--- config.mk ---
export PLATFORM = sky130hd
export DESIGN_NAME = delimited_field_locate
export DESIGN_NICKNAME = d
export VERILOG_FILES = /design/src/design/dfl_pkg.sv /design/src/design/delimited_field_locate.sv /design/src/design/dfl_track.sv /design/src/design/dfl_result.sv
export SDC_FILE = /design/constraint.sdc
export NUM_CORES = 1
export LEC_CHECK = 0
export ABC_CLOCK_PERIOD_IN_PS = 4000
export BUFFER_PORTS_ARGS = -buffer_cell sky130_fd_sc_hd__clkbuf_2
export CAP_MARGIN = 10
export CORE_MARGIN = 5
export CORE_UTILIZATION = 40
export DETAILED_ROUTE_END_ITERATION = 6
export PLACE_DENSITY_LB_ADDON = 0.12
export SYNTH_ARGS = -nofsm -noshare
export SYNTH_HDL_FRONTEND = slang
export SYNTH_HIERARCHICAL = 1
export SYNTH_SLANG_ARGS = --single-unit
--- constraint.sdc ---
create_clock -name clk_i -period 4 [get_ports clk_i]
set_input_delay 0.6 -clock clk_i [delete_from_list [all_inputs] [get_ports clk_i]]
set_output_delay 0.6 -clock clk_i [all_outputs]
set_load 0.02 [all_outputs]
--- src/design/dfl_pkg.sv ---
// Shared types and constants for the delimited field locator.
// Used by dfl_track, dfl_result and delimited_field_locate; no dependencies.
package dfl_pkg;

  // Line and field geometry
  localparam int          MaxLineBytes  = 65536;
  localparam int          MaxDelimBytes = 4;
  localparam int          OfsW          = 17;
  localparam int          LenW          = 16;
  localparam int          CntW          = 16;
  localparam int          DlenW         = 3;
  localparam int          DelimW        = 8 * MaxDelimBytes;

  localparam logic [OfsW-1:0] MaxLine   = OfsW'(MaxLineBytes);
  localparam logic [OfsW-1:0] OfsAbsent = '1;
  localparam logic [LenW-1:0] LenMax    = '1;

  localparam logic [7:0] ChLf = 8'h0A;
  localparam logic [7:0] ChCr = 8'h0D;

  // Configuration register indexes
  localparam logic [1:0] CfgDelimBytes = 2'd0;
  localparam logic [1:0] CfgDelimLen   = 2'd1;
  localparam logic [1:0] CfgFieldNum   = 2'd2;

  // Result status codes
  typedef enum logic [1:0] {
    ST_FOUND = 2'd0,
    ST_FEW   = 2'd1,
    ST_LONG  = 2'd2
  } status_e;

  // Per-line tracking state, also handed over as a snapshot at end of line
  typedef struct packed {
    logic            too_long;
    logic [CntW-1:0] delims_seen;
    logic [OfsW-1:0] target_start;
    logic            target_closed;
    logic [OfsW-1:0] close_pos;
    logic            start_is_break;
    logic            content_seen;
    logic [OfsW-1:0] last_content;
  } line_st_t;

endpackage

--- src/design/delimited_field_locate.sv ---
// Delimited field locator: one line byte per item, one result per line.
// Throughput one byte per cycle while the output is not held, set by the tracking update.
// The final byte passes the input register, snapshot register and output register
// in that order before the result is valid; a held output can stall it between them.
// Reset (rst_ni low, asynchronous) restores TAB delimiter, length 1, field 0
// and clears all line state; no clearing pass is needed.
module delimited_field_locate (
  input  logic        clk_i,
  input  logic        rst_ni,
  input  logic        cfg_valid_i,
  output logic        cfg_ready_o,
  input  logic [1:0]  cfg_index_i,
  input  logic [31:0] cfg_data_i,
  input  logic        in_valid_i,
  output logic        in_ready_o,
  input  logic [7:0]  line_byte_i,
  input  logic        last_byte_i,
  output logic        out_valid_o,
  input  logic        out_ready_i,
  output logic [1:0]  status_o,
  output logic signed [16:0] start_offset_o,
  output logic signed [16:0] end_offset_o,
  output logic [15:0] field_length_o
);
  import dfl_pkg::*;

  logic [DelimW-1:0] delim_bytes_q;
  logic [DlenW-1:0]  delim_len_q;
  logic [CntW-1:0]   field_number_q;

  logic              snap_valid;
  logic              snap_take;
  line_st_t          snap;
  status_e           status;
  logic [OfsW-1:0]   start_ofs;
  logic [OfsW-1:0]   end_ofs;

  // Configuration registers, always ready
  assign cfg_ready_o = 1'b1;

  always_ff @(posedge clk_i or negedge rst_ni) begin
    if (!rst_ni) begin
      delim_bytes_q  <= DelimW'(9);
      delim_len_q    <= DlenW'(1);
      field_number_q <= '0;
    end else if (cfg_valid_i) begin
      unique case (cfg_index_i)
        CfgDelimBytes: delim_bytes_q  <= cfg_data_i;
        CfgDelimLen:   delim_len_q    <= cfg_data_i[DlenW-1:0];
        CfgFieldNum:   field_number_q <= cfg_data_i[CntW-1:0];
        default: ;
      endcase
    end
  end

  dfl_track u_track (
    .clk_i          (clk_i),
    .rst_ni         (rst_ni),
    .in_valid_i     (in_valid_i),
    .in_ready_o     (in_ready_o),
    .line_byte_i    (line_byte_i),
    .last_byte_i    (last_byte_i),
    .delim_bytes_i  (delim_bytes_q),
    .delim_len_i    (delim_len_q),
    .field_number_i (field_number_q),
    .snap_take_i    (snap_take),
    .snap_valid_o   (snap_valid),
    .snap_o         (snap)
  );

  dfl_result u_result (
    .clk_i          (clk_i),
    .rst_ni         (rst_ni),
    .snap_valid_i   (snap_valid),
    .snap_i         (snap),
    .snap_take_o    (snap_take),
    .field_number_i (field_number_q),
    .out_valid_o    (out_valid_o),
    .out_ready_i    (out_ready_i),
    .status_o       (status),
    .start_offset_o (start_ofs),
    .end_offset_o   (end_ofs),
    .field_length_o (field_length_o)
  );

  assign status_o       = status;
  assign start_offset_o = start_ofs;
  assign end_offset_o   = end_ofs;

`ifndef ASSERT_OFF
  // A missing or overlong field reports absent offsets and zero length
  a_absent: assert property (@(posedge clk_i) disable iff (!rst_ni)
    out_valid_o && status_o != ST_FOUND |->
      start_offset_o == OfsAbsent && end_offset_o == OfsAbsent &&
      field_length_o == '0)
    else $error("absent field without -1 offsets");

  // A found field never ends before it starts
  a_order: assert property (@(posedge clk_i) disable iff (!rst_ni)
    out_valid_o && status_o == ST_FOUND |->
      end_ofs >= start_ofs && start_ofs != OfsAbsent)
    else $error("field end before start");

  // A waiting snapshot is not dropped while the output is held
  a_snap_hold: assert property (@(posedge clk_i) disable iff (!rst_ni)
    snap_valid && !snap_take |=> snap_valid)
    else $error("line snapshot lost");
`endif

endmodule

--- src/design/dfl_track.sv ---
// Input register and per-line delimiter tracking for the field locator.
// Hands a snapshot of the line state to the result stage on the final byte.
// Depends on dfl_pkg.
module dfl_track (
  input  logic                      clk_i,
  input  logic                      rst_ni,
  input  logic                      in_valid_i,
  output logic                      in_ready_o,
  input  logic [7:0]                line_byte_i,
  input  logic                      last_byte_i,
  input  logic [dfl_pkg::DelimW-1:0] delim_bytes_i,
  input  logic [dfl_pkg::DlenW-1:0]  delim_len_i,
  input  logic [dfl_pkg::CntW-1:0]   field_number_i,
  input  logic                      snap_take_i,
  output logic                      snap_valid_o,
  output dfl_pkg::line_st_t         snap_o
);
  import dfl_pkg::*;

  logic                    in_valid_q;
  logic [7:0]              byte_q;
  logic                    last_q;
  logic                    adv;

  line_st_t                st_q, st_d;
  logic [OfsW-1:0]         pos_q, pos_d;
  logic [OfsW-1:0]         nma_q, nma_d;
  logic [23:0]             recent_q, recent_d;

  logic                    snap_valid_q;
  line_st_t                snap_q;

  logic [DlenW-1:0]        dl;
  logic [DelimW-1:0]       window;
  logic [MaxDelimBytes:1]  pat_eq;
  logic                    pat_hit;
  logic                    room;
  logic                    hit;
  logic                    brk;
  logic                    is_target;
  logic [CntW-1:0]         ds_inc;

  // Input register: non-final bytes always move on, a final byte waits for
  // the snapshot slot
  assign adv        = in_valid_q && (!last_q || !snap_valid_q || snap_take_i);
  assign in_ready_o = !in_valid_q || adv;

  always_ff @(posedge clk_i or negedge rst_ni) begin
    if (!rst_ni) begin
      in_valid_q <= 1'b0;
    end else if (in_valid_i && in_ready_o) begin
      in_valid_q <= 1'b1;
    end else if (adv) begin
      in_valid_q <= 1'b0;
    end
  end

  always_ff @(posedge clk_i) begin
    if (in_valid_i && in_ready_o) begin
      byte_q <= line_byte_i;
      last_q <= last_byte_i;
    end
  end

  // Effective delimiter length: zero reads as one, clamp at the maximum
  always_comb begin
    if (delim_len_i == '0) begin
      dl = DlenW'(1);
    end else if (delim_len_i > DlenW'(MaxDelimBytes)) begin
      dl = DlenW'(MaxDelimBytes);
    end else begin
      dl = delim_len_i;
    end
  end

  // Delimiter compare: newest bytes against the whole delimiter, newest byte against its last character
  assign window = {recent_q, byte_q};

  always_comb begin
    for (int l = 1; l <= MaxDelimBytes; l++) begin
      pat_eq[l] = 1'b1;
      for (int j = 0; j < l; j++) begin
        if (window[8*j +: 8] != delim_bytes_i[8*(l-1-j) +: 8]) begin
          pat_eq[l] = 1'b0;
        end
      end
    end
    pat_hit = pat_eq[dl];
  end

  // No overlap with the previous match, and enough bytes seen
  assign room = ({1'b0, pos_q} + (OfsW+1)'(1)) >= ({1'b0, nma_q} + (OfsW+1)'(dl));
  assign hit  = room && pat_hit;
  assign brk  = (byte_q == ChLf) || (byte_q == ChCr);
  assign is_target = (st_q.delims_seen == field_number_i) && !st_q.target_closed;
  assign ds_inc = (st_q.delims_seen != '1) ? st_q.delims_seen + CntW'(1)
                                           : st_q.delims_seen;

  // Line state update for the byte in the input register
  always_comb begin
    st_d     = st_q;
    pos_d    = pos_q;
    nma_d    = nma_q;
    recent_d = recent_q;
    if (st_q.too_long || pos_q >= MaxLine) begin
      st_d.too_long = 1'b1;
    end else begin
      recent_d = {recent_q[15:0], byte_q};
      if (is_target && pos_q == st_q.target_start) begin
        st_d.start_is_break = brk;
      end
      if (!brk) begin
        st_d.last_content = pos_q;
        st_d.content_seen = 1'b1;
      end
      if (hit) begin
        if (is_target) begin
          st_d.target_closed = 1'b1;
          st_d.close_pos     = pos_q + OfsW'(1) - OfsW'(dl);
        end
        st_d.delims_seen = ds_inc;
        if (ds_inc == field_number_i) begin
          st_d.target_start = pos_q + OfsW'(1);
        end
        nma_d = pos_q + OfsW'(1);
      end
      pos_d = pos_q + OfsW'(1);
    end
  end

  // State registers, cleared after each final byte
  always_ff @(posedge clk_i or negedge rst_ni) begin
    if (!rst_ni) begin
      st_q     <= '0;
      pos_q    <= '0;
      nma_q    <= '0;
      recent_q <= '0;
    end else if (adv) begin
      if (last_q) begin
        st_q     <= '0;
        pos_q    <= '0;
        nma_q    <= '0;
        recent_q <= '0;
      end else begin
        st_q     <= st_d;
        pos_q    <= pos_d;
        nma_q    <= nma_d;
        recent_q <= recent_d;
      end
    end
  end

  // Snapshot slot towards the result stage
  always_ff @(posedge clk_i or negedge rst_ni) begin
    if (!rst_ni) begin
      snap_valid_q <= 1'b0;
    end else if (adv && last_q) begin
      snap_valid_q <= 1'b1;
    end else if (snap_take_i) begin
      snap_valid_q <= 1'b0;
    end
  end

  always_ff @(posedge clk_i) begin
    if (adv && last_q) begin
      snap_q <= st_d;
    end
  end

  assign snap_valid_o = snap_valid_q;
  assign snap_o       = snap_q;

endmodule

--- src/design/dfl_result.sv ---
// Result stage of the field locator: turns a line snapshot into status,
// offsets and length, held in an output register. Depends on dfl_pkg.
module dfl_result (
  input  logic                      clk_i,
  input  logic                      rst_ni,
  input  logic                      snap_valid_i,
  input  dfl_pkg::line_st_t         snap_i,
  output logic                      snap_take_o,
  input  logic [dfl_pkg::CntW-1:0]   field_number_i,
  output logic                      out_valid_o,
  input  logic                      out_ready_i,
  output dfl_pkg::status_e          status_o,
  output logic [dfl_pkg::OfsW-1:0]   start_offset_o,
  output logic [dfl_pkg::OfsW-1:0]   end_offset_o,
  output logic [dfl_pkg::LenW-1:0]   field_length_o
);
  import dfl_pkg::*;

  logic            out_valid_q;
  logic            out_free;
  status_e         status_q, status_d;
  logic [OfsW-1:0] start_q, start_d;
  logic [OfsW-1:0] end_q, end_d;
  logic [LenW-1:0] len_q, len_d;
  logic [OfsW-1:0] s;
  logic [OfsW-1:0] len_full;

  assign out_free    = !out_valid_q || out_ready_i;
  assign snap_take_o = out_free;
  assign s           = snap_i.target_start;

  // Field bounds from the snapshot
  always_comb begin
    len_full = '0;
    end_d    = s;
    if (snap_i.target_closed) begin
      if (snap_i.close_pos > s) begin
        end_d    = snap_i.close_pos - OfsW'(1);
        len_full = snap_i.close_pos - s;
        // lone CR or LF before a delimiter counts as empty
        if (len_full == OfsW'(1) && snap_i.start_is_break) begin
          len_full = '0;
        end
      end
    end else if (snap_i.content_seen && snap_i.last_content >= s) begin
      end_d    = snap_i.last_content;
      len_full = snap_i.last_content - s + OfsW'(1);
    end
  end

  // Status selection and length saturation
  always_comb begin
    if (snap_i.too_long) begin
      status_d = ST_LONG;
      start_d  = OfsAbsent;
    end else if (snap_i.delims_seen < field_number_i) begin
      status_d = ST_FEW;
      start_d  = OfsAbsent;
    end else begin
      status_d = ST_FOUND;
      start_d  = s;
    end
    len_d = (len_full > OfsW'(LenMax)) ? LenMax : len_full[LenW-1:0];
  end

  always_ff @(posedge clk_i or negedge rst_ni) begin
    if (!rst_ni) begin
      out_valid_q <= 1'b0;
    end else if (out_free) begin
      out_valid_q <= snap_valid_i;
    end
  end

  always_ff @(posedge clk_i) begin
    if (out_free && snap_valid_i) begin
      status_q <= status_d;
      start_q  <= start_d;
      if (status_d == ST_FOUND) begin
        end_q <= end_d;
        len_q <= len_d;
      end else begin
        end_q <= OfsAbsent;
        len_q <= '0;
      end
    end
  end

  assign out_valid_o    = out_valid_q;
  assign status_o       = status_q;
  assign start_offset_o = start_q;
  assign end_offset_o   = end_q;
  assign field_length_o = len_q;

endmodule

==> impl_results.md, run 1 <==
- Run status: finished, final reports clean
- DRT antenna net count: 0
- Top post-synthesis cells by area: dfrtp_1 23%, edfxtp_1 20%, ha_1 5.9%, mux2_2 5.0%, xor2_1 5.0%
- Final Worst Setup Slack: between 0.1 and 0.15 ns
- CTS Sinks: 315
- Tcrit/Tclk final: 96.7%
- Clk buf depth: 3
- Total congestion overflow: 0
- Total core area: roughly 49000 sq um
- Layout Nets: 2177
- Chip Width: 232 um
- FF+latch count, synth: 315
- Setup WS pre-CTS: -0.0401 ns
- First-pass DRT Iterations: 6
- Top Ports: about 100
- Critical path cell sequence: buf_4 -> buf_4 -> ha_2 -> a21oi_4 -> nor3_2 -> buf_4 -> nand3_2 -> xor2_1 -> ha_1 -> o21ai_1 -> a31oi_1 -> nor2_1 -> a31o_4 -> a221oi_4 -> nand2_4 -> clkbuf_16 -> mux2_4
- Crit path time final: 3.87 ns
- Final Instance Area: around 23000 sq um
- Final number of setup-violating endpoints: 0
- Crit path launch type: flop
- Cts hold-fix bufs: 0
- Sequential-to-total area share from yosys stat: 43.3%
- # fillers: 4595
- Post-Syn Instances: 1878
- DPL Wire Length: around 45000 um
- Root buffer cell: clkbuf_16
- Crit Path Max Fanout: 5
- Reg2reg setup slack: 0.13 ns
- Pins Over Slew Limit: 0
- Crit path required time: 4.31 ns
- Vias in the first global route: 15400
- Area Overhead vs Synth: 16.7%
- Syn avg cell area: 10.5 sq um
- R2r worst-path depth: 17
- Cell Rows: 81
- Mapped Nets: between 2000 and 2500
- First-pass GRT wire length: between 90000 and 100000 um
- Clock-pin slew on the worst setup and hold paths: 0.06 ns
- Warnings from Yosys: 6
- Largest net degree at the start of global routing: 75
- Post-synth EDFFs: 132
- Slowest stage delay, CP: 0.39 ns
- Mapped Area: approximately 20000 sq um
- Met2 WL: 29200 um
- Starting Density: 40.4%
- Die H: 232 um
- Synth top area share: 22.8%
- Type of element capturing the critical path: flop
- Top layer in use: met4
- Final hold viol count: 0
- GP Congestion: 0.933
- Final wirelength: 60600 um
- Skew final: 0.0189 ns
- Ys async rst share: 58.1%
- Crit Reg-Reg Endpoint: u_track/snap_o[50]
- RR Startpoint: delim_len_q[2]
- Kind of critical path: flop to flop
- CTS tree: yes
- Slew at the pin closest to its max-slew limit: between 0.8 and 0.9 ns
- Netlist cell types: 106
- Critical path's slowest cell: dfrtp_1
- Max cap viols: 0
- Initial antenna violation count: 0
- WL met3: approximately 3100 um
- Top cell type by total area after synthesis: dfrtp_1
- Metal-1 WL: ~26000 um
- Leakage: 0.00984 uW
- Layout cells sized above 1: 21.9%
- Clk Latency, worst-skew pair: 0.56 ns
- Slew margin rel.: 43.9%
- Power per cell area: between 400 and 500 nW/um^2
- Vias: 15300
- HP Class: input pin to asynchronous set/reset pin
- DR iter-0 viols: 1135
- Avg WL per Cell: between 20 and 25 um
- Die footprint: around 54000 sq um
- Maximum vdd drop: 0.340 mV
- # diodes: 0
- Primary FF master, synth: dfrtp_1
- Placed Area: 21500 sq um
- H-tree levels: 2
- PortBufs: 101
- Via density: about 5.6
- Crit path DAT: 4.17 ns
- GRT Overall Usage: between 20 and 25%
- Post-route DRC: 0
- Worst path most repeated cell: buf_4
- TritonCTS Buffers: 38
- F_max: 0.259 GHz
## registers in the layout (all words and copies together) (netlist names), 17 cells and up
signal,flops
u_track/snap_o,71
u_track/st_q,71
delim_bytes_q,32
u_track/recent_q,24
u_result/end_offset_o,17
u_result/start_offset_o,17
u_track/nma_q,17
u_track/pos_q,17
## Yosys cell counts (all sizes together), types with 10 or more instances
| master | n |
|---|---|
| inv | 93 |
| nand3 | 60 |
| a211oi | 39 |
| clkbuf | 75 |
| or4 | 11 |
| edfxtp | 132 |
| nand4 | 35 |
| or2 | 10 |
| xnor2 | 96 |
| nor2b | 10 |
| nand2 | 139 |
| and3 | 14 |
| fa | 11 |
| dfrtp | 180 |
| ha | 93 |
| o21ai | 59 |
| mux2 | 101 |
| and2 | 16 |
| o211ai | 41 |
| a31oi | 33 |
| nand2b | 25 |
| buf | 36 |
| a22o | 82 |
| xor2 | 113 |
| nor4 | 31 |
| a21oi | 52 |
| or3 | 10 |
| a21o | 21 |
| nor3 | 41 |
| nor2 | 80 |
| o21bai | 16 |
## per-stage QoR
stage	power (uW)	std cells	TNS [ns]	hold slack (ns)	util (%)
finish	10000	2719	0	0.0716	47.2
global route	10500	2719	-0.541	0.104	47.2
CTS	10100	2708	0	0.0822	46.7
detailed placement	6420	2637	-0.444	0.468	43.9
global placement	6400	2637	0	0.459	43.9
floorplan	5580	1878	0	0.304	-
## layout make-up
type / count / area [sq um] / share of cell area [%]
timing repair buffer: 218 / 1510 / 6.53
clock buffer: 54 / 1100 / 4.79
clock inverter: 16 / 211 / 0.917
multi-input combinational: 1358 / 10500 / 45.6
sequential: 315 / 8550 / 37.1
inverter: 94 / 353 / 1.53
tap: 664 / 831 / 3.60
## report_power, final
group          total, uW  internal [uW]  switching [uW]
combinational       2320            995            1330
clock               3600           2250            1350
sequential          4070           3690             381
total              10000           6930            3060
## cell families after synthesis
logic type	Yosys count	share of synthesized area (%)
AND/OR/NAND/NOR	514	14.0
AO/OA/AOI/OAI	423	15.8
flip-flops	315	43.3
XOR/XNOR	209	9.31
buffers and inverters	205	4.37
multiplexers	107	6.27
adder cells (fa/ha/maj)	104	7.01
other	1	0.0190
## worst max-delay path by stage
| stage | slack (ns) | endpoint | start | cells after the start |
|---|---|---|---|---|
| 3_5_place_dp | -0.04 | u_track/snap_o[26] | delim_len_q[0] | 18 |
| 5_1_grt | -0.04 | u_track/snap_o[43] | delim_len_q[0] | 18 |
| 4_1_cts | 0.05 | u_track/snap_o[26] | delim_len_q[0] | 18 |
| 6_report | 0.13 | u_track/snap_o[50] | delim_len_q[2] | 17 |
| 2_1_floorplan | 0.12 | u_track/snap_o[22] | delim_len_q[0] | 17 |
| 3_3_place_gp | 0.04 | u_track/snap_o[69] | delim_len_q[0] | 18 |
## cells in the final DEF, fill, tap and decap left out, types with 55 or more instances in the layout
cell type / count
xor2_1: 113
a22o_1: 82
xnor2_1: 95
clkbuf_2: 100
dfrtp_1: 180
ha_1: 91
mux2_2: 88
buf_4: 106
nand2_1: 137
inv_1: 89
edfxtp_1: 132
nor2_1: 74
nand3_1: 55
## critical path, delay by kind of cell (launching register included)
kind            cells  cell delay, ns
compound gates      5            0.95
xor+xnor            1            0.15
fa+ha+maj           2            0.70
buf+inv             4            0.64
flops               1            0.39
mux                 1            0.29
simple gates        4            0.50
## what timing repair did
action | in CTS | in global routing
buffers inserted | 1 | 8
cloned | 0 | 3
hold endpoints to repair | 0 | 0
pin swaps | 0 | 8
endpoints found under the setup margin | 31 | 112
resized for setup | 4 | 37
## routing by layer
layer,vias up,track usage [%]
met5,-,0
met4,0,8.36
met3,124,3.34
met2,465,37.4
met1,7504,28.6
li1,7220,-
Note: power is estimated with default switching activity, not from simulation.
==> inputs of run 2 (changes only) <==
Settings changed: ABC_CLOCK_PERIOD_IN_PS 4000 to 4800, GPL_TIMING_DRIVEN from default to 0.
Clock period 4 ns to 4.8 ns, I/O delays scaled along.
==> run 2 against run 1 <==
  * Register-to-register slack better by 0.13 ns
  * First-iteration DRC count down 10%
  * Clock-buffer cell count down 8
  * Total power fell by 18%
  * Cell count decreased by 0.29%
  * Clock power down 19%
  * Worst hold slack better by 0.11 ns
  * Utilization down 0.93 points
  * Cell area decreased by 2.0%
  * Sequential power down 18%
  * Largest cell class unchanged
==> impl_results.md, run 2 (synthesis gave the netlist of run 1 again) <==
- Cell Rows: 81 (unchanged)
- Initial antenna violation count: 0 (unchanged)
- TritonCTS Buffers: 37 (-2.6%)
- # Post-CTS Setup Buffers: 0 (-1)
- Final number of setup-violating endpoints: 0 (unchanged)
- Max cap viols: 0 (unchanged)
- GP Congestion: 0.959 (+2.8%)
- Final wirelength: 60700 um (+0.27%)
- Run status: finished, final reports clean
- Crit Path Max Fanout: 10 (+5)
- Total core area: 48800 sq um (unchanged)
- Type of element capturing the critical path: flop
- Crit path required time: 5.10 ns (+0.79 ns)
- Placed Area: 21200 sq um (-1.3%)
- Root buffer cell: clkbuf_16
- Pins Over Slew Limit: 0 (unchanged)
- Largest net degree at the start of global routing: 106 (+41%)
- Power per cell area: 363 nW/um^2 (-16%)
- PortBufs: 101 (unchanged)
- Vias in the first global route: 15600 (+1.1%)
- Crit path launch type: flop
- GRT Overall Usage: 22.4% (+0.35 points)
- Multi-input logic area: 10500 sq um (+0.18%)
- Crit path DAT: 4.84 ns (+0.67 ns)
- RSZ-0062 raised after global routing: false
- Cts hold-fix bufs: 0 (unchanged)
- Commonest non-fill, non-tap cell in the layout: dfrtp_1
- Die footprint: 53900 sq um (unchanged)
- Slew margin rel.: 28.6% (-15 points)
- Reg2reg setup slack: 0.26 ns (+0.13 ns)
- Crit Reg-Reg Endpoint: u_track/snap_o[48]
- DR iter-0 viols: 1021 (-10%)
- Final hold viol count: 0 (unchanged)
- First-pass GRT wire length: 93900 um (+1.3%)
- CTS Sinks: 315 (unchanged)
- Post-route DRC: 0 (unchanged)
- Maximum vdd drop: 0.255 mV (-25%)
- Most frequent cells in the layout: 180 x dfrtp_1, 138 x nand2_1, 132 x edfxtp_1, 110 x xor2_1, 108 x clkbuf_2
- CTS tree: yes
- F_max: 0.220 GHz (-15%)
- Tcrit/Tclk final: 94.6% (-2.1 points)
- DRT antenna net count: 0 (unchanged)
- Total congestion overflow: 0 (unchanged)
- Skew final: 0.0220 ns (+0.00315 ns)
- Leakage: 0.00955 uW (-3.0%)
- Layout cells sized above 1: 18.1% (-3.8 points)
- DPL Wire Length: 46800 um (+2.9%)
- Fin Setup TNS: 0 ns (unchanged)
- Clk buf depth: 3 (unchanged)
- Hold slack: 0.182 ns (+0.111 ns)
- Top Ports: 103 (unchanged)
- Clk Latency, worst-skew pair: 0.56 ns (about the same)
- # fillers: 4664 (+1.5%)
- # diodes: 0 (unchanged)
- Clock-pin slew on the worst setup and hold paths: 0.06 ns (about the same)
- HP Class: input pin to asynchronous set/reset pin
- Avg WL per Cell: 22.4 um (+0.56%)
- Final Instance Area: 22600 sq um (-2.0%)
- Total Power: 8200 uW (-18%)
- Die H: 232 um (unchanged)
- Area Overhead vs Synth: 14.4%
- Register Area: 8550 sq um (unchanged)
- Slew at the pin closest to its max-slew limit: 1.06 ns (+0.221 ns)
- Via density: 5.63 (about the same)
- Vias: 15300 (-0.25%)
- H-tree levels: 2 (unchanged)
- First-pass DRT Iterations: 5 (-1)
- Kind of critical path: flop to flop
- Starting Density: 40.4% (unchanged)
- Layout Nets: 2171 (-0.28%)
- Crit path time final: 4.54 ns (+0.673 ns)
- R2r worst-path depth: 17 (unchanged)
- Chip Width: 232 um (unchanged)
- RR Startpoint: delim_len_q[2]
[run 2: cell types whose count changed in the layout (fill, tap and decap cells not counted), moves of 5 or more]
cell	delta
buf_2	+22
clkbuf_16	-6
xnor2_1	-5
nor2_1	+6
buf_4	-101
clkbuf_1	+58
clkinv_2	+5
clkbuf_2	+8
[run 2: worst max path at each step]
stage                              start                 end  depth (start not counted)
after global placement            rst_ni    u_track/st_q[33]                          1
after global routing      delim_len_q[2]  u_track/snap_o[48]                         18
after CTS                 delim_len_q[2]  u_track/snap_o[30]                         17
after floorplan           delim_len_q[0]  u_track/snap_o[22]                         17
after detailed placement  delim_len_q[0]  u_track/snap_o[66]                         18
final                     delim_len_q[2]  u_track/snap_o[48]                         17
[run 2: repair_timing]
action                                  4_1_cts  5_1_grt
pin swaps                                     0        0
endpoints found under the setup margin      106       76
resized for setup                            20       24
[run 2: cell type report]
type | instances | share of cell area (%)
buffer | 109 | 2.31
clock buffer | 46 | 4.38
clock inverter | 21 | 1.09
inverter | 94 | 1.57
multi-input combinational | 1358 | 46.6
sequential | 315 | 37.8
tap | 664 | 3.68
timing repair buffer | 104 | 2.61
[run 2: metal layers]
metal / up-vias / part of all wire [%] / global-route usage [%]
met2: 467 / 49 / 38.6
li1: 7199 / - / -
met3: 133 / 4.1 / 2.62
met1: 7475 / 42 / 28.5
met5: - / 0 / 0
met4: 0 / 4.3 / 9.84
[run 2: power by group]
part	internal, uW	switching (uW)	leakage (uW)
registers	3070	268	0.00362
logic	782	1180	0.00531
clock network	1740	1160	0.000615
[run 2: through the flow]
stage | worst slack, ns | util, % | std cells
floorplan | 0.922 | - | 1878
detailed placement | -0.655 | 43.4 | 2646
global placement | -0.720 | 43.2 | 2643
global route | 0.0215 | 46.3 | 2711
finish | 0.259 | 46.3 | 2711
CTS | 0.0240 | 46.1 | 2712
[run 2: critical path, cell delays in order, from the launching register on]
cell and delay (ns):
dfrtp_1 0.47, inv_1 0.19, nand2_1 0.11, inv_1 0.23, ha_1 0.28, a21o_1 0.18, a21oi_4 0.26, nor2_1 0.10
xnor2_1 0.13, ha_1 0.31, nand4_1 0.12, o221ai_1 0.19, nand3_1 0.16, a31o_2 0.35, a221oi_4 0.40, nand2_2 0.22
buf_6 0.22, mux2_4 0.32
==> inputs of run 3 (changes only) <==
Settings changed: RECOVER_POWER from default to 100.
==> run 3 against run 2 <==
  * The run now ends with capacitance limit, slew limit left
  * Sequential share of layout area up 0.31 points
  * Critical endpoint unchanged
  * Clock-buffer cell count did not move
  * Global-route usage stayed put
==> impl_results.md, run 3 (synthesis gave the netlist of run 1 again) <==
- Run status: complete, but fails checks
- Failing checks: capacitance limit, slew limit
- Clk buf depth: 3 (unchanged)
- Power per cell area: 365 nW/um^2 (+0.64%)
- Max cap viols: 4 (+4)
- Crit Path Max Fanout: 10 (unchanged)
- Initial antenna violation count: 0 (unchanged)
- Chip Width: 232 um (unchanged)
- Final hold viol count: 0 (unchanged)
- Cell Rows: 81 (unchanged)
- RR Startpoint: delim_len_q[2]
- Layout cells sized above 1: 13.7% (-4.4 points)
- DR iter-0 viols: 996 (-2.4%)
- Placed Cells: 2646 (unchanged)
- Slew at the pin closest to its max-slew limit: 3.53 ns (+2.46 ns)
- Hold path start: last_byte_i
- Crit path required time: 5.09 ns (about the same)
- Leakage: 0.00933 uW (-2.3%)
- F_max: 0.221 GHz (+0.28%)
- # diodes: 0 (unchanged)
- TritonCTS Buffers: 37 (unchanged)
- Crit path DAT: 4.82 ns (-0.02 ns)
- HP Class: input pin to flop
- Post-route DRC: 0 (unchanged)
- Post-layout util: 45.9% (-0.37 points)
- Vias in the first global route: 15600 (unchanged)
- Skew final: 0.0229 ns (+0.000908 ns)
- Kind of critical path: flop to flop
- Vias: 15300 (+0.37%)
- Total core area: 48800 sq um (unchanged)
- Finished Layout Cells: 2711 (unchanged)
- Largest net degree at the start of global routing: 106 (unchanged)
- RSZ-0062 raised after global routing: false
- Die footprint: 53900 sq um (unchanged)
- Cell depth of the worst min-delay path: 1
- Die H: 232 um (unchanged)
- DPL Wire Length: 46800 um (unchanged)
- Crit Reg-Reg Endpoint: u_track/snap_o[48]
- Most frequent cells in the layout: 180 x dfrtp_1, 138 x nand2_1, 134 x clkbuf_1, 132 x edfxtp_1, 110 x xor2_1
- GP Congestion: 0.959 (unchanged)
- Reg2reg setup slack: 0.27 ns (about the same)
- Critical path cell sequence: inv_1 -> nand2_1 -> inv_1 -> ha_1 -> a21o_1 -> a21oi_4 -> nor2_1 -> xnor2_1 -> ha_1 -> nand4_1 -> o221ai_1 -> nand3_1 -> a31o_2 -> a221oi_4 -> nand2_2 -> buf_6 -> mux2_4
- Cts hold-fix bufs: 0 (unchanged)
- First-pass GRT wire length: 93900 um (unchanged)
- H-tree levels: 2 (unchanged)
- CTS tree: yes
- Final wirelength: 60800 um (+0.20%)
- PortBufs: 101 (unchanged)
- Crit path launch type: flop
- Slowest stage delay, CP: 0.48 ns (about the same)
- Top Ports: 103 (unchanged)
- R2r worst-path depth: 17 (unchanged)
- Tcrit/Tclk final: 94.3% (-0.27 points)
- Total congestion overflow: 0 (unchanged)
- CTS Sinks: 315 (unchanged)
- Crit path time final: 4.53 ns (-0.0129 ns)
- CP Launch Point: delim_len_q[2]
- Hold Path Sink: u_track/last_q
- Avg WL per Cell: 22.4 um (+0.20%)
- Starting Density: 40.4% (unchanged)
- Pins Over Slew Limit: 209 (+209)
- Slew margin rel.: -135% (-160 points)
- GRT Overall Usage: 22.4% (unchanged)
- Top delay family on crit path: compound AO/OA/AOI/OAI gates
- Final number of setup-violating endpoints: 0 (unchanged)
- Layout Nets: 2171 (unchanged)
- First-pass DRT Iterations: 5 (unchanged)
- Clk Latency, worst-skew pair: 0.56 ns (about the same)
- Commonest non-fill, non-tap cell in the layout: dfrtp_1
- DRT antenna net count: 0 (unchanged)
- Root buffer cell: clkbuf_16
- Clock-pin slew on the worst setup and hold paths: 0.06 ns (about the same)
- Via density: 5.66 (+0.37%)
- Type of element capturing the critical path: flop
- Critical path's slowest cell: dfrtp_1
- Maximum vdd drop: 0.256 mV (+0.22%)
- Area Overhead vs Synth: 13.5%
- CP bufs+invs: 3 (unchanged)
==> run 3: final cells by class <==
cell class	instances	area [sq um]
Inverter	94	354
Buffer	109	492
Multi-Input combinational cell	1358	10500
Fill cell	4711	26400
Clock inverter	21	246
Clock buffer	46	990
Tap cell	664	831
Timing Repair Buffer	104	463
Sequential cell	315	8550
==> run 3: what timing repair did <==
item / in CTS / in global routing
resized for setup: 20 / 24
endpoints found under the setup margin: 106 / 76
cloned: 0 / 0
buffers inserted: 0 / 0
==> run 3: how the worst max path moves through the flow <==
stage | slack, ns | to | cells after the start
floorplan | 0.92 | u_track/snap_o[22] | 17
global placement | -0.72 | u_track/st_q[33] | 1
detailed placement | -0.66 | u_track/snap_o[66] | 18
finish | 0.27 | u_track/snap_o[48] | 17
global route | 0.02 | u_track/snap_o[48] | 18
CTS | 0.02 | u_track/snap_o[30] | 17
==> run 3: stage by stage <==
| stage | setup WS (ns) | area (sq um) | total power (uW) | setup TNS [ns] | hold slack, ns |
|---|---|---|---|---|---|
| 4_1_cts | 0.0240 | 22500 | 8270 | 0 | 0.196 |
| 6_report | 0.272 | 22400 | 8190 | 0 | 0.345 |
| 3_5_place_dp | -0.655 | 21200 | 5310 | -29.25 | 0.465 |
| 2_1_floorplan | 0.922 | 19800 | 4650 | 0 | 0.424 |
| 3_3_place_gp | -0.720 | 21100 | 5280 | -150.56 | 0.458 |
| 5_1_grt | 0.0182 | 22400 | 8590 | 0 | 0.325 |
==> run 3: where the power goes <==
part / total, uW / switching, uW / internal [uW]
Sequential: 3340 / 269 / 3080
Combinational: 1940 / 1180 / 760
Clock: 2900 / 1160 / 1740
Total: 8190 / 2610 / 5580
==> run 3: metal layers <==
metal / up-vias / wire [um] / track usage, %
met2: 454 / 29800 / 38.6
li1: 7200 / - / -
met5: - / 0 / 0
met1: 7539 / 26000 / 28.5
met3: 138 / 2390 / 2.62
met4: 0 / 2650 / 9.84
